[src/design/swq_pkg.sv]
// Package for the semaphore wait-queue manager.
// Field widths, command and status codes, default sizes and the
// control/status structs between the sequencer and the key scan unit.
package swq_pkg;

  // Transaction field widths
  localparam int CMD_W    = 2;
  localparam int KEY_W    = 32;
  localparam int PROC_W   = 5;
  localparam int STATUS_W = 2;

  // Default sizes
  localparam int MAX_PROCS_DEF = 32;
  localparam int KEY_BITS_DEF  = 32;

  // Commands
  localparam logic [CMD_W-1:0] CMD_BLOCK    = 2'd0;
  localparam logic [CMD_W-1:0] CMD_WAKE     = 2'd1;
  localparam logic [CMD_W-1:0] CMD_WITHDRAW = 2'd2;
  localparam logic [CMD_W-1:0] CMD_PEEK     = 2'd3;

  // Result status
  localparam logic [STATUS_W-1:0] STS_DONE      = 2'd0;
  localparam logic [STATUS_W-1:0] STS_NO_FREE   = 2'd1;
  localparam logic [STATUS_W-1:0] STS_NOT_FOUND = 2'd2;

  // Sequencer to key scan unit
  typedef struct packed {
    logic start;  // begin a key search over all descriptors
    logic alloc;  // claim descriptor and store its key
    logic drop;   // free descriptor
  } scan_ctl_t;

  // Key scan unit to sequencer
  typedef struct packed {
    logic done;     // search finished this cycle
    logic hit;      // key found in a descriptor in use
    logic free_ok;  // a free descriptor was seen
  } scan_sts_t;

endpackage

[src/design/swq_if.sv]
// Request and response channel interfaces of the semaphore wait-queue manager.
// Depends on swq_pkg for the field widths.
interface swq_req_if import swq_pkg::*; ();
  logic              valid;
  logic              ready;
  logic [CMD_W-1:0]  command;
  logic [KEY_W-1:0]  sem_key;
  logic [PROC_W-1:0] proc_id;

  modport source (output valid, output command, output sem_key, output proc_id, input ready);
  modport sink   (input valid, input command, input sem_key, input proc_id, output ready);
endinterface

interface swq_rsp_if import swq_pkg::*; ();
  logic                valid;
  logic                ready;
  logic [STATUS_W-1:0] status;
  logic [PROC_W-1:0]   result_proc;

  modport source (output valid, output status, output result_proc, input ready);
  modport sink   (input valid, input status, input result_proc, output ready);
endinterface

[src/design/swq_key_scan.sv]
// Descriptor key store with its in-use flags and the shared key comparator.
// Walks the descriptors one per cycle; also finds the lowest free one.
// Depends on swq_pkg.
module swq_key_scan import swq_pkg::*; #(
  parameter int MAX_PROCS = MAX_PROCS_DEF,
  parameter int KEY_BITS  = KEY_BITS_DEF
) (
  input  logic                          clk_i,
  input  logic                          rst_ni,
  input  scan_ctl_t                     ctl_i,
  input  logic [((KEY_BITS < KEY_W) ? KEY_BITS : KEY_W)-1:0] key_i,
  input  logic [$clog2(MAX_PROCS)-1:0]  slot_i,
  output scan_sts_t                     sts_o,
  output logic [$clog2(MAX_PROCS)-1:0]  hit_slot_o,
  output logic [$clog2(MAX_PROCS)-1:0]  free_slot_o
);

  localparam int PW = $clog2(MAX_PROCS);
  localparam int CW = PW + 1;
  localparam int KW = (KEY_BITS < KEY_W) ? KEY_BITS : KEY_W;

  logic [KW-1:0]        key_mem [MAX_PROCS];
  logic [KW-1:0]        rd_key_q;
  logic [MAX_PROCS-1:0] in_use_q;
  logic [CW-1:0]        scan_q;
  logic [PW-1:0]        rd_idx_q;
  logic                 rd_vld_q;
  logic                 busy_q;
  logic                 free_ok_q;
  logic [PW-1:0]        free_slot_q;

  logic cur_used, hit, last, done;

  assign cur_used = in_use_q[rd_idx_q];
  assign hit      = rd_vld_q && cur_used && (rd_key_q == key_i);
  assign last     = rd_vld_q && (rd_idx_q == PW'(MAX_PROCS - 1));
  assign done     = busy_q && (hit || last);

  assign sts_o.done    = done;
  assign sts_o.hit     = hit;
  assign sts_o.free_ok = free_ok_q || (rd_vld_q && !cur_used);
  assign hit_slot_o    = rd_idx_q;
  assign free_slot_o   = free_ok_q ? free_slot_q : rd_idx_q;

  // key store: one write, one registered read at the scan pointer
  always_ff @(posedge clk_i) begin
    if (ctl_i.alloc) begin
      key_mem[slot_i] <= key_i;
    end
    rd_key_q <= key_mem[scan_q[PW-1:0]];
  end

  always_ff @(posedge clk_i or negedge rst_ni) begin
    if (!rst_ni) begin
      in_use_q    <= '0;
      busy_q      <= 1'b0;
      scan_q      <= '0;
      rd_vld_q    <= 1'b0;
      rd_idx_q    <= '0;
      free_ok_q   <= 1'b0;
      free_slot_q <= '0;
    end else begin
      if (ctl_i.alloc) begin
        in_use_q[slot_i] <= 1'b1;
      end
      if (ctl_i.drop) begin
        in_use_q[slot_i] <= 1'b0;
      end
      if (ctl_i.start) begin
        busy_q    <= 1'b1;
        scan_q    <= '0;
        rd_vld_q  <= 1'b0;
        free_ok_q <= 1'b0;
      end else if (busy_q) begin
        if (done) begin
          busy_q   <= 1'b0;
          rd_vld_q <= 1'b0;
        end else begin
          rd_vld_q <= (scan_q < CW'(MAX_PROCS));
          rd_idx_q <= scan_q[PW-1:0];
          if (scan_q < CW'(MAX_PROCS)) begin
            scan_q <= scan_q + CW'(1);
          end
          if (rd_vld_q && !cur_used && !free_ok_q) begin
            free_ok_q   <= 1'b1;
            free_slot_q <= rd_idx_q;
          end
        end
      end
    end
  end

endmodule

[src/design/semaphore_wait_queue_manager.sv]
// Semaphore wait-queue manager: one transaction in, one result out.
// Block, wake and peek run a key search over the descriptors; wake and
// withdraw then unlink a process, withdraw walking the queue entries.
// One command at a time; the next is taken the cycle after its result is
// registered, even while that result still waits. Reset (async, active low)
// frees all descriptors and clears every waiting flag at once; no clearing pass.
module semaphore_wait_queue_manager import swq_pkg::*; #(
  parameter int MAX_PROCS = MAX_PROCS_DEF,
  parameter int KEY_BITS  = KEY_BITS_DEF
) (
  input  logic      clk_i,
  input  logic      rst_ni,
  swq_req_if.sink   req_i,
  swq_rsp_if.source rsp_o
);

  localparam int PW = $clog2(MAX_PROCS);
  localparam int KW = (KEY_BITS < KEY_W) ? KEY_BITS : KEY_W;

  // sequencer states
  localparam logic [3:0] S_IDLE     = 4'd0;
  localparam logic [3:0] S_DISP     = 4'd1;
  localparam logic [3:0] S_SCAN     = 4'd2;
  localparam logic [3:0] S_APPEND   = 4'd3;
  localparam logic [3:0] S_HEAD     = 4'd4;
  localparam logic [3:0] S_WD_SLOT  = 4'd5;
  localparam logic [3:0] S_UL_ISSUE = 4'd6;
  localparam logic [3:0] S_UL_CHK   = 4'd7;
  localparam logic [3:0] S_UL_HL    = 4'd8;
  localparam logic [3:0] S_WALK     = 4'd9;
  localparam logic [3:0] S_SPLICE   = 4'd10;
  localparam logic [3:0] S_RESP     = 4'd11;

  logic [3:0] state_q, state_d;

  // latched command
  logic [CMD_W-1:0]  cmd_q;
  logic [KW-1:0]     key_q;
  logic [PROC_W-1:0] p_q;
  logic [PW-1:0]     pidx;
  logic              p_ok;

  // working registers
  logic [PW-1:0] s_q, s_d;       // descriptor being worked on
  logic [PW-1:0] tgt_q, tgt_d;   // process being unlinked
  logic [PW-1:0] cur_q, cur_d;   // walk pointer
  logic [PW-1:0] tail_q, tail_d; // tail of queue during unlink

  logic [STATUS_W-1:0] res_status_q, res_status_d;
  logic [PW-1:0]       res_proc_q, res_proc_d;

  logic [MAX_PROCS-1:0] waiting_q, waiting_d;

  // output register
  logic                out_valid_q;
  logic [STATUS_W-1:0] out_status_q;
  logic [PROC_W-1:0]   out_proc_q;
  logic                out_load;

  // per-descriptor and per-process stores
  logic [PW-1:0] head_mem  [MAX_PROCS];
  logic [PW-1:0] tail_mem  [MAX_PROCS];
  logic [PW-1:0] link_mem  [MAX_PROCS];
  logic [PW-1:0] pslot_mem [MAX_PROCS];

  logic [PW-1:0] head_rd_q, tail_rd_q, link_rd_q, pslot_rd_q;
  logic [PW-1:0] head_ra, tail_ra, link_ra, pslot_ra;
  logic          head_we, tail_we, link_we, pslot_we;
  logic [PW-1:0] head_wa, tail_wa, link_wa, pslot_wa;
  logic [PW-1:0] head_wd, tail_wd, link_wd, pslot_wd;

  // key scan unit
  scan_ctl_t     scan_ctl;
  scan_sts_t     scan_sts;
  logic [PW-1:0] scan_slot;
  logic [PW-1:0] hit_slot;
  logic [PW-1:0] free_slot;

  logic accept;

  assign req_i.ready = (state_q == S_IDLE);
  assign accept      = req_i.valid && req_i.ready;

  assign pidx = PW'(p_q);
  assign p_ok = (32'(p_q) < 32'(MAX_PROCS));

  swq_key_scan #(
    .MAX_PROCS (MAX_PROCS),
    .KEY_BITS  (KEY_BITS)
  ) u_scan (
    .clk_i       (clk_i),
    .rst_ni      (rst_ni),
    .ctl_i       (scan_ctl),
    .key_i       (key_q),
    .slot_i      (scan_slot),
    .sts_o       (scan_sts),
    .hit_slot_o  (hit_slot),
    .free_slot_o (free_slot)
  );

  // sequencer
  always_comb begin
    state_d      = state_q;
    s_d          = s_q;
    tgt_d        = tgt_q;
    cur_d        = cur_q;
    tail_d       = tail_q;
    res_status_d = res_status_q;
    res_proc_d   = res_proc_q;
    waiting_d    = waiting_q;

    scan_ctl  = '0;
    scan_slot = s_q;

    head_ra  = s_q;
    tail_ra  = s_q;
    link_ra  = cur_q;
    pslot_ra = pidx;

    head_we  = 1'b0;
    tail_we  = 1'b0;
    link_we  = 1'b0;
    pslot_we = 1'b0;
    head_wa  = s_q;
    tail_wa  = s_q;
    link_wa  = cur_q;
    pslot_wa = pidx;
    head_wd  = pidx;
    tail_wd  = pidx;
    link_wd  = pidx;
    pslot_wd = s_q;

    case (state_q)
      S_IDLE: begin
        if (accept) begin
          state_d = S_DISP;
        end
      end

      S_DISP: begin
        case (cmd_q)
          CMD_BLOCK: begin
            if (!p_ok || waiting_q[pidx]) begin
              res_status_d = STS_NOT_FOUND;
              res_proc_d   = '0;
              state_d      = S_RESP;
            end else begin
              scan_ctl.start = 1'b1;
              state_d        = S_SCAN;
            end
          end
          CMD_WITHDRAW: begin
            if (!p_ok || !waiting_q[pidx]) begin
              res_status_d = STS_NOT_FOUND;
              res_proc_d   = '0;
              state_d      = S_RESP;
            end else begin
              pslot_ra = pidx;
              tgt_d    = pidx;
              state_d  = S_WD_SLOT;
            end
          end
          default: begin
            scan_ctl.start = 1'b1;
            state_d        = S_SCAN;
          end
        endcase
      end

      S_SCAN: begin
        if (scan_sts.done) begin
          if (cmd_q == CMD_BLOCK) begin
            if (scan_sts.hit) begin
              tail_ra = hit_slot;
              s_d     = hit_slot;
              state_d = S_APPEND;
            end else if (scan_sts.free_ok) begin
              // new key: claim lowest free descriptor, queue of one
              scan_ctl.alloc   = 1'b1;
              scan_slot        = free_slot;
              head_we          = 1'b1;
              head_wa          = free_slot;
              head_wd          = pidx;
              tail_we          = 1'b1;
              tail_wa          = free_slot;
              tail_wd          = pidx;
              pslot_we         = 1'b1;
              pslot_wa         = pidx;
              pslot_wd         = free_slot;
              waiting_d[pidx]  = 1'b1;
              res_status_d     = STS_DONE;
              res_proc_d       = pidx;
              state_d          = S_RESP;
            end else begin
              res_status_d = STS_NO_FREE;
              res_proc_d   = '0;
              state_d      = S_RESP;
            end
          end else begin
            if (scan_sts.hit) begin
              head_ra = hit_slot;
              s_d     = hit_slot;
              state_d = S_HEAD;
            end else begin
              res_status_d = STS_NOT_FOUND;
              res_proc_d   = '0;
              state_d      = S_RESP;
            end
          end
        end
      end

      S_APPEND: begin
        link_we         = 1'b1;
        link_wa         = tail_rd_q;
        link_wd         = pidx;
        tail_we         = 1'b1;
        tail_wa         = s_q;
        tail_wd         = pidx;
        pslot_we        = 1'b1;
        pslot_wa        = pidx;
        pslot_wd        = s_q;
        waiting_d[pidx] = 1'b1;
        res_status_d    = STS_DONE;
        res_proc_d      = pidx;
        state_d         = S_RESP;
      end

      S_HEAD: begin
        if (cmd_q == CMD_WAKE) begin
          tgt_d   = head_rd_q;
          state_d = S_UL_ISSUE;
        end else begin
          res_status_d = STS_DONE;
          res_proc_d   = head_rd_q;
          state_d      = S_RESP;
        end
      end

      S_WD_SLOT: begin
        s_d     = pslot_rd_q;
        state_d = S_UL_ISSUE;
      end

      S_UL_ISSUE: begin
        head_ra = s_q;
        tail_ra = s_q;
        state_d = S_UL_CHK;
      end

      S_UL_CHK: begin
        tail_d = tail_rd_q;
        if (head_rd_q == tgt_q) begin
          if (tail_rd_q == tgt_q) begin
            // last entry leaves: descriptor goes back to the pool
            scan_ctl.drop    = 1'b1;
            scan_slot        = s_q;
            waiting_d[tgt_q] = 1'b0;
            res_status_d     = STS_DONE;
            res_proc_d       = tgt_q;
            state_d          = S_RESP;
          end else begin
            link_ra = tgt_q;
            state_d = S_UL_HL;
          end
        end else begin
          cur_d   = head_rd_q;
          link_ra = head_rd_q;
          state_d = S_WALK;
        end
      end

      S_UL_HL: begin
        head_we          = 1'b1;
        head_wa          = s_q;
        head_wd          = link_rd_q;
        waiting_d[tgt_q] = 1'b0;
        res_status_d     = STS_DONE;
        res_proc_d       = tgt_q;
        state_d          = S_RESP;
      end

      S_WALK: begin
        // link_rd_q holds the successor of cur_q
        if (link_rd_q == tgt_q) begin
          link_ra = tgt_q;
          state_d = S_SPLICE;
        end else if (cur_q == tail_q) begin
          waiting_d[tgt_q] = 1'b0;
          res_status_d     = STS_DONE;
          res_proc_d       = tgt_q;
          state_d          = S_RESP;
        end else begin
          cur_d   = link_rd_q;
          link_ra = link_rd_q;
        end
      end

      S_SPLICE: begin
        link_we = 1'b1;
        link_wa = cur_q;
        link_wd = link_rd_q;
        if (tail_q == tgt_q) begin
          tail_we = 1'b1;
          tail_wa = s_q;
          tail_wd = cur_q;
        end
        waiting_d[tgt_q] = 1'b0;
        res_status_d     = STS_DONE;
        res_proc_d       = tgt_q;
        state_d          = S_RESP;
      end

      S_RESP: begin
        if (out_load) begin
          state_d = S_IDLE;
        end
      end

      default: begin
        state_d = S_IDLE;
      end
    endcase
  end

  assign out_load = (state_q == S_RESP) && (!out_valid_q || rsp_o.ready);

  // stores: one write port, one registered read port each
  always_ff @(posedge clk_i) begin
    if (head_we) begin
      head_mem[head_wa] <= head_wd;
    end
    head_rd_q <= head_mem[head_ra];
  end

  always_ff @(posedge clk_i) begin
    if (tail_we) begin
      tail_mem[tail_wa] <= tail_wd;
    end
    tail_rd_q <= tail_mem[tail_ra];
  end

  always_ff @(posedge clk_i) begin
    if (link_we) begin
      link_mem[link_wa] <= link_wd;
    end
    link_rd_q <= link_mem[link_ra];
  end

  always_ff @(posedge clk_i) begin
    if (pslot_we) begin
      pslot_mem[pslot_wa] <= pslot_wd;
    end
    pslot_rd_q <= pslot_mem[pslot_ra];
  end

  // payload registers
  always_ff @(posedge clk_i) begin
    if (accept) begin
      cmd_q <= req_i.command;
      key_q <= req_i.sem_key[KW-1:0];
      p_q   <= req_i.proc_id;
    end
  end

  always_ff @(posedge clk_i) begin
    s_q          <= s_d;
    tgt_q        <= tgt_d;
    cur_q        <= cur_d;
    tail_q       <= tail_d;
    res_status_q <= res_status_d;
    res_proc_q   <= res_proc_d;
    if (out_load) begin
      out_status_q <= res_status_q;
      out_proc_q   <= PROC_W'(res_proc_q);
    end
  end

  // control state
  always_ff @(posedge clk_i or negedge rst_ni) begin
    if (!rst_ni) begin
      state_q     <= S_IDLE;
      waiting_q   <= '0;
      out_valid_q <= 1'b0;
    end else begin
      state_q   <= state_d;
      waiting_q <= waiting_d;
      if (out_load) begin
        out_valid_q <= 1'b1;
      end else if (rsp_o.ready) begin
        out_valid_q <= 1'b0;
      end
    end
  end

  assign rsp_o.valid       = out_valid_q;
  assign rsp_o.status      = out_status_q;
  assign rsp_o.result_proc = out_proc_q;

endmodule

[src/flat_wrapper.sv]
// flat-port wrapper written by rule: the top's interface ports become plain ports
module semaphore_wait_queue_manager_flat import swq_pkg::*;
#(
  parameter int MAX_PROCS = MAX_PROCS_DEF,
  parameter int KEY_BITS  = KEY_BITS_DEF
)
  (clk_i, rst_ni, req_i_valid, req_i_command, req_i_sem_key, req_i_proc_id, req_i_ready, rsp_o_valid, rsp_o_status, rsp_o_result_proc, rsp_o_ready);
  swq_req_if req_i_i ();
  swq_rsp_if rsp_o_i ();
  input  logic clk_i;
  input  logic rst_ni;
  input wire logic [$bits(req_i_i.valid)-1:0] req_i_valid;
  input wire logic [$bits(req_i_i.command)-1:0] req_i_command;
  input wire logic [$bits(req_i_i.sem_key)-1:0] req_i_sem_key;
  input wire logic [$bits(req_i_i.proc_id)-1:0] req_i_proc_id;
  output wire logic [$bits(req_i_i.ready)-1:0] req_i_ready;
  output wire logic [$bits(rsp_o_i.valid)-1:0] rsp_o_valid;
  output wire logic [$bits(rsp_o_i.status)-1:0] rsp_o_status;
  output wire logic [$bits(rsp_o_i.result_proc)-1:0] rsp_o_result_proc;
  input wire logic [$bits(rsp_o_i.ready)-1:0] rsp_o_ready;
  assign req_i_i.valid = req_i_valid;
  assign req_i_i.command = req_i_command;
  assign req_i_i.sem_key = req_i_sem_key;
  assign req_i_i.proc_id = req_i_proc_id;
  assign req_i_ready = req_i_i.ready;
  assign rsp_o_valid = rsp_o_i.valid;
  assign rsp_o_status = rsp_o_i.status;
  assign rsp_o_result_proc = rsp_o_i.result_proc;
  assign rsp_o_i.ready = rsp_o_ready;
  semaphore_wait_queue_manager #(.MAX_PROCS(MAX_PROCS), .KEY_BITS(KEY_BITS)) u_core (.clk_i(clk_i), .rst_ni(rst_ni), .req_i(req_i_i), .rsp_o(rsp_o_i));
endmodule
[config.mk]
export PLATFORM = sky130hd
export DESIGN_NAME = semaphore_wait_queue_manager_flat
export DESIGN_NICKNAME = d
export VERILOG_FILES = /design/src/design/swq_pkg.sv /design/src/design/swq_if.sv /design/src/design/swq_key_scan.sv /design/src/design/semaphore_wait_queue_manager.sv /design/src/flat_wrapper.sv
export SDC_FILE = /design/constraint.sdc
export NUM_CORES = 2
export LEC_CHECK = 0
export BUFFER_PORTS_ARGS = -buffer_cell sky130_fd_sc_hd__buf_2
export CAP_MARGIN = 40
export CORE_MARGIN = 3
export CORE_UTILIZATION = 55
export CTS_BUF_LIST = sky130_fd_sc_hd__clkbuf_4
export CTS_CLUSTER_DIAMETER = 60
export DETAILED_ROUTE_END_ITERATION = 10
export PLACE_DENSITY = 0.79
export SETUP_SLACK_MARGIN = 0.15
export SYNTH_ARGS = -nofsm -noshare
export SYNTH_HDL_FRONTEND = slang
export SYNTH_SLANG_ARGS = --single-unit
[constraint.sdc]
create_clock -name clk_i -period 12.7 [get_ports clk_i]
set_input_delay 1.27 -clock clk_i [delete_from_list [all_inputs] [get_ports clk_i]]
set_output_delay 1.27 -clock clk_i [all_outputs]
set_load 0.02 [all_outputs]
# Yosys cells after proc, flatten, opt, wreduce, memory -nomap -nowiden
# Memories as Yosys holds them, arrays and structs flattened. A register that Yosys moved wholly into a read port is not among the register bits.
# Cells that the tools add are included.
[word_totals]
ff_bits = 161
mem_bits_rw = 1664
input_bits = 43
output_inout_bits = 9
wordCells = 264
mem_count = 5
[classes]
add_sub_neg = 1
order_cmp = 8
n_eq_ne = 40
n_mux = 138
bitwise_logic = 8
n_reduce_logical = 43
[mem_list]
columns = ["name", "depth", "width", "rd", "rd_ports_with_merged_regs", "wr", "line", "text"]
rows = [
  ["u_core.u_scan.key_mem", 32, 32, 1, 1, 1, "swq_key_scan.sv:22", "logic [KW-1:0] key_mem [MAX_PROCS];"],
  ["u_core.head_mem", 32, 5, 1, 1, 1, "semaphore_wait_queue_manager.sv:61", "logic [PW-1:0] head_mem [MAX_PROCS];"],
  ["u_core.link_mem", 32, 5, 1, 1, 1, "semaphore_wait_queue_manager.sv:63", "logic [PW-1:0] link_mem [MAX_PROCS];"],
  ["u_core.pslot_mem", 32, 5, 1, 1, 1, "semaphore_wait_queue_manager.sv:64", "logic [PW-1:0] pslot_mem [MAX_PROCS];"],
  ["u_core.tail_mem", 32, 5, 1, 1, 1, "semaphore_wait_queue_manager.sv:62", "logic [PW-1:0] tail_mem [MAX_PROCS];"],
]
[ops]
columns = ["operator", "n"]
rows = [
  ["2-to-1 mux 32 bit", 10],
  ["2-to-1 mux 5 bit", 40],
  ["one-hot mux 32 bit (5 select lines)", 1],
  ["bitwise AND 32 bit", 2],
  ["inverter 32 bit", 2],
  ["bitwise OR 32 bit", 2],
  ["one-hot mux 5 bit (2 select lines)", 5],
  ["2-to-1 mux 4 bit", 11],
  ["2-to-1 mux 1 bit", 40],
  ["one-hot mux 4 bit (10 select lines)", 1],
  ["one-hot mux 5 bit (7 select lines)", 1],
  ["== test 32 bit", 1],
  ["2-to-1 mux 2 bit", 13],
  ["== test 5 bit", 5],
  ["less-than comparator 5 x 6 -> 1 bit, second input constant", 4],
  ["2-to-1 mux 6 bit", 4],
  ["AND reduction 11 bit", 2],
  ["inequality test 2 x 1 -> 1 bit, second input constant", 9],
  ["== test 4 x 3 -> 1 bit, second input constant", 4],
  ["== test 4 bit, second input constant", 4],
  ["demux 1 bit (select 5 bit)", 3],
  [">= comparator 5 x 1 -> 1 bit, second input constant", 3],
  ["inequality test 2 bit, second input constant", 7],
  ["nonzero test 2 bit", 7],
  ["other kinds (31)", 57],
]

# Longest topological paths before layout
[logic_depth]
ltp_word = 18
depth_mapped = 16
ltp_nobuf = 12

# Hierarchy
# A second synthesis with hierarchy kept.
[hier_totals]
hier_cells = 3642
area_unflattened_um2 = 73754.5
[modules_own_cells]
columns = ["module", "n_inst", "cells_per_inst", "area_each_um2"]
rows = [
  ["swq_key_scan", 1, 1776, 42303.1],
  ["semaphore_wait_queue_manager", 1, 1866, 31451.4],
]

# Least setup slack after synthesis
# OpenSTA, ideal clock, no wires.
[synth_path]
path_type = "flip-flop to flip-flop"
from = "reg u_core.key_q[20]"
to = "mem u_core.u_scan.key_mem[30][0] in the netlist's numbering, enable pin"
arrival_ps = 5541
slack_ps = 6696
path_stages_with_launch = 11
path_buffers = 0
period_less_slack_ps = 6004
path_cell_list = "edfxtp_1 xnor2_1 nand4_1 or4_1 or3_1 o21ai_1 a21o_1 a22oi_1 inv_1 nand3_1 nor3_1"
[synth_via]
elab_cells_between_ends = 14
classes_between = "eq/ne: 1; mux: 10; reduce/logical: 3"
[synth_rtl]
columns = ["item", "line", "text"]
rows = [
  ["from (decl)", "semaphore_wait_queue_manager.sv:38", "logic [KW-1:0] key_q;"],
  ["from (signal assigned)", "semaphore_wait_queue_manager.sv:361", "key_q <= req_i.sem_key[KW-1:0];"],
  ["== test 32 bit (*)", "swq_key_scan.sv:35", "assign hit = rd_vld_q && cur_used && (rd_key_q == key_i);"],
  ["logical AND 1 bit (*)", "swq_key_scan.sv:35", ""],
  ["2-to-1 mux 5 bit or logical OR 1 bit (tied branches)", "--", ""],
  ["2-to-1 mux 5 bit or logical AND 1 bit (tied branches)", "--", ""],
  ["2-to-1 mux 5 bit (*) (2 in a row)", "--", ""],
  ["net u_core.head_wa[2]", "semaphore_wait_queue_manager.sv:69", "logic [PW-1:0] head_wa, tail_wa, link_wa, pslot_wa;"],
  ["to (decl)", "swq_key_scan.sv:22", ""],
]
# Mark *: on every way through the listed nets, which the timed path passes. The rest lies on a longest branch.

# Worst setup path in the final report
[layout_path]
from = "reg u_core.key_q[6]"
to = "mem u_core.u_scan.key_mem[24][31] in the netlist's numbering, enable pin"
[layout_via]
elab_chain_cells = 8
elab_cells_between_ends = 14
classes_between = "eq/ne: 1; mux: 10; reduce/logical: 3"
[layout_rtl]
columns = ["item", "line", "text"]
rows = [
  ["== test 32 bit (*)", "swq_key_scan.sv:35", ""],
  ["logical AND 1 bit (*)", "swq_key_scan.sv:35", ""],
  ["2-to-1 mux 1 bit or logical OR 1 bit (tied branches)", "semaphore_wait_queue_manager.sv:173, swq_key_scan.sv:37", ""],
  ["2-to-1 mux 1 bit or logical AND 1 bit (tied branches)", "semaphore_wait_queue_manager.sv:172, swq_key_scan.sv:37", ""],
  ["2-to-1 mux 1 bit", "semaphore_wait_queue_manager.sv:171", "if (scan_sts.done) begin"],
  ["2-to-1 mux 1 bit", "semaphore_wait_queue_manager.sv:133", "case (state_q)"],
  ["2-to-1 mux 1 bit", "swq_key_scan.sv:47", "if (ctl_i.alloc) begin"],
  ["2-to-1 mux 1 bit (implied by the code)", "swq_key_scan.sv:48", "key_mem[slot_i] <= key_i;"],
]
# Mark *: on every way between the ends. The rest lies on a longest branch, timed or not.

==> Implementation_results.wiki <==
{| class="wikitable"
! Metric !! Value
|-
| Path type of the worst min-delay path || in2reg
|-
| Final period util || 0.4932
|-
| Mean post-synth cell area || 18.77 um2
|-
| Fraction of final layout cells sized beyond drive strength 1 || 0.2993
|-
| Cell with the most instances after synthesis || sky130_fd_sc_hd__edfxtp_1
|-
| Pin count of the biggest net entering global routing || 164
|-
| Final Hold Violating Endpoints || 0
|-
| Met1 WL || 66370 um
|-
| Tightest slew margin relative to the limit || 0.2747
|-
| Hold_buf cts || 11
|-
| Core ar. || 0.1341 mm2
|-
| Latest clock arrival within the worst-skew pair || 1.35 ns
|-
| Number of global-route vias before repair || 42000
|-
| Kind of critical path || reg2reg
|-
| Result of the run || complete, no violations
|-
| Post-synthesis cell type with the largest combined area || sky130_fd_sc_hd__edfxtp_1
|-
| Number of optimization iterations in the first detailed-route pass || 8
|-
| Clock buffer count from CTS || 460
|-
| Ranking of synthesized cells by area || sky130_fd_sc_hd__edfxtp_1 70%, sky130_fd_sc_hd__mux4_2 11%, sky130_fd_sc_hd__dfrtp_1 3.0%
|-
| Port Buffer Count || 51
|-
| Peak ir drop on the vdd network || 110.8 uV
|-
| Net count after synthesis || 4021
|-
| CTS tree || done
|-
| PD cells || 136.8 mW/mm2
|-
| Fraction of synthesis flops using an asynchronous set or reset pin || 0.04688
|-
| Share of the core filled with cells || 0.6242
|-
| Bufs on Longest Clock Path || 4
|-
| Clock sinks || 1877
|-
| WP data required || 13.57 ns
|-
| Worst hold slack || 0.1313 ns
|-
| Combinational family with the most area after synthesis || multiplexers
|-
| Flip-flop and latch count after synthesis || 1877
|-
| Fill cell total of the finished layout || 9060
|-
| Maximum Capacitance Violations || 0
|-
| Final Net Count || 4467
|-
| Crit Path Max Fanout || 33
|-
| Post-synthesis share of cell area spent on full adders, half adders and majority gates || 0.0001677
|-
| Total wire length after detailed routing || 173900 um
|-
| Arr. time, crit path || 7.14 ns
|-
| Share of the yosys chip area belonging to registers || 0.7424
|-
| Number of instances in the synthesized netlist || 3977
|-
| Post CTS Setup Buffer Count || 0
|-
| Share of the synthesized netlist area taken by xor and xnor gates || 0.007394
|-
| CTS HTree Levels || 5
|-
| Crit path launch type || register
|-
| Worst Setup End Kind || register
|-
| Slew at the pin with the worst max-slew slack || 1.088 ns
|-
| Share of cell area taken by muxes after synthesis || 0.1450
|-
| Simple logic cell fraction of the synthesized area || 0.04602
|-
| Sum of overflow across all layers after global routing || 0
|-
| Count of vias placed by the detailed router || 41690
|-
| Starting density of the core || 0.5564
|-
| Overall fraction of global-route tracks in use || 0.2480
|-
| Fin area || 0.08373 mm2
|-
| Unique masters post-synth || 90
|-
| Min-delay src || req_i_sem_key[6]
|-
| Pins Over Slew Limit || 0
|-
| I/O Pins || 52
|-
| Area of the die || 0.1401 mm2
|-
| Post-route clock skew || 0.1709 ns
|-
| Fmax || 159.6 MHz
|-
| Number of placement rows || 134
|-
| Initial antenna violation count || 5
|-
| ANT nets after route || 0
|-
| Number of remaining DRC errors || 0
|-
| Per-cell via count in the routed design || 6.371
|-
| Wire length of the first global-routing pass || 260200 um
|-
| Total cell area at the placement stage || 0.07784 mm2
|-
| Unrepaired setup endpoints after global routing || false
|-
| Initial DRC count || 5254
|-
| Aggregate negative setup slack || 0 ns
|-
| Post-CTS sizing || 0
|-
| Width of the chip || 374.4 um
|-
| CTS clock-pin slew for the worst setup and hold paths || 0.07 ns
|-
| Layout overhead on the synthesized area || 12.19%
|-
| Highest metal layer used by the detailed router || met5
|-
| Count of flip-flops with a built-in enable after synthesis || 1737
|-
| Synth top area share || 0.6989
|-
| Start point of the critical path || u_core.key_q[6]
|-
| Final setup violation count || 0
|-
| Main flop type after synthesis || sky130_fd_sc_hd__edfxtp_1
|-
| Number of synthesis warnings || 0
|-
| Reg-to-reg critical path startpoint || u_core.key_q[6]
|-
| Post-synthesis instance area || 0.07463 mm2
|-
| Post-synthesis compound-gate area fraction || 0.04542
|-
| Leak || 26.34 nW
|-
| Average detailed-routed wire length per instance || 26.58 um
|-
| Detailed-routed wire length on met3 || 18640 um
|-
| Placed wire-length estimate after detailed placement || 100800 um
|-
| Weighted congestion reported at the end of routability-driven placement || 0.9110
|-
| Wire length on met2 || 83420 um
|-
| Most instantiated cells after synthesis || 1737 x sky130_fd_sc_hd__edfxtp_1, 368 x sky130_fd_sc_hd__mux4_2, 223 x sky130_fd_sc_hd__nor2_1, 208 x sky130_fd_sc_hd__nand2_1, 135 x sky130_fd_sc_hd__mux2i_1
|-
| Buffer type at the clock tree root || sky130_fd_sc_hd__clkbuf_4
|-
| Vertical die dimension || 374.4 um
|-
| Final worst path period need || 6.264 ns
|}
power breakdown:
group / switching [W] / total (W) / internal, W
Clock: 0.00229 / 0.00479 / 0.00250
Sequential: 0 / 0.00665 / 0.00665
Combinational: 0.0000107 / 0.0000178 / 0.00000702
state kept, by name, summed over array words and instances (netlist names), 6 cells and up:
signal / cells
u_core.u_scan.key_mem: 1024
u_core.head_mem: 160
u_core.link_mem: 160
u_core.pslot_mem: 160
u_core.tail_mem: 160
u_core.key_q: 32
u_core.u_scan.in_use_q: 32
u_core.u_scan.rd_key_q: 32
u_core.waiting_q: 32
u_core.u_scan.scan_q: 6
cells in the final DEF (no fill, tap or decap), types with 34 or more instances in the layout:
master                      instances
sky130_fd_sc_hd__edfxtp_1        1737
sky130_fd_sc_hd__clkbuf_4         659
sky130_fd_sc_hd__mux4_2           368
sky130_fd_sc_hd__nand2_1          208
sky130_fd_sc_hd__nor2_1           193
sky130_fd_sc_hd__mux2i_1          134
sky130_fd_sc_hd__clkinv_1         120
sky130_fd_sc_hd__mux2_2           105
sky130_fd_sc_hd__buf_4            104
sky130_fd_sc_hd__a211oi_1         100
sky130_fd_sc_hd__dfrtp_1           83
sky130_fd_sc_hd__nand3_1           75
sky130_fd_sc_hd__o21ai_0           69
sky130_fd_sc_hd__dfxtp_1           52
sky130_fd_sc_hd__buf_2             51
sky130_fd_sc_hd__nor2b_1           44
sky130_fd_sc_hd__a22oi_1           43
sky130_fd_sc_hd__a2bb2oi_1         39
sky130_fd_sc_hd__xor2_1            38
sky130_fd_sc_hd__a21oi_1           34
sky130_fd_sc_hd__inv_1             34
critical path, stage by stage, from the launching register on:
cell and delay, ns:
sky130_fd_sc_hd__edfxtp_1 0.76, sky130_fd_sc_hd__xnor2_1 0.61, sky130_fd_sc_hd__nand4_1 0.18, sky130_fd_sc_hd__or4_1 0.58, sky130_fd_sc_hd__or3_1 0.53, sky130_fd_sc_hd__nor2_2 0.68
sky130_fd_sc_hd__nor3_1 0.15, sky130_fd_sc_hd__a21oi_1 0.40, sky130_fd_sc_hd__nand3_1 0.47, sky130_fd_sc_hd__buf_8 0.31, sky130_fd_sc_hd__nor2_4 0.63, sky130_fd_sc_hd__buf_4 0.46
per-layer routing:
layer / vias up / GRT usage
met5: - / 0
met2: 2786 / 0.3840
met1: 21100 / 0.3477
li1: 17410 / -
met3: 392 / 0.05812
met4: 2 / 0.09396
stage by stage:
| stage | power, W | cells | setup WS [ns] |
|---|---|---|---|
| floorplan | 0.006784 | 3977 | 6.696 |
| global placement | 0.006800 | 5686 | 6.328 |
| detailed placement | 0.006800 | 5715 | 6.664 |
| CTS | 0.01155 | 6533 | 6.498 |
| global route | 0.01187 | 6543 | 6.183 |
| finish | 0.01146 | 6544 | 6.436 |
logic make-up (layout without fill, tap and decap cells):
| logic type | after synthesis | after routing |
|---|---|---|
| DFF | 1877 | 1877 |
| and+or+nand+nor | 723 | 723 |
| muxes | 608 | 608 |
| AOI/OAI and AO/OA | 461 | 461 |
| buffers and inverters | 244 | 1035 |
| xor gates and xnor gates | 63 | 63 |
| adders and majority gates | 1 | 1 |
| other | 0 | 8 |
path summary, 6_finish.rpt:
kind | endpoint | depth (start not counted) | slack (ns)
worst max-delay path | u_core.u_scan.key_mem[24][31] | 11 | 6.44
worst min-delay path | u_core.key_q[6] | 1 | 0.13
worst max register to register | u_core.u_scan.key_mem[24][31] | 11 | 6.44
worst min register to register | u_core.rsp_o.result_proc[2] | 0 | 0.42
max in group asynchronous | u_core.waiting_q[31] | 3 | 10.92
min in group asynchronous | u_core.u_scan.in_use_q[16] | 2 | 0.47
layout make-up:
class                           instances  area (um2)  area share
Antenna cell                            8       20.02   0.0002391
Clock buffer                          659        4947     0.05909
Clock inverter                        148       742.0    0.008862
Inverter                               34       127.6    0.001524
Multi-Input combinational cell       1856       18520      0.2212
Sequential cell                      1877       55420      0.6619
Tap cell                             1768        2212     0.02642
Timing Repair Buffer                  194        1738     0.02076
Power figures use the tool's default switching activity.
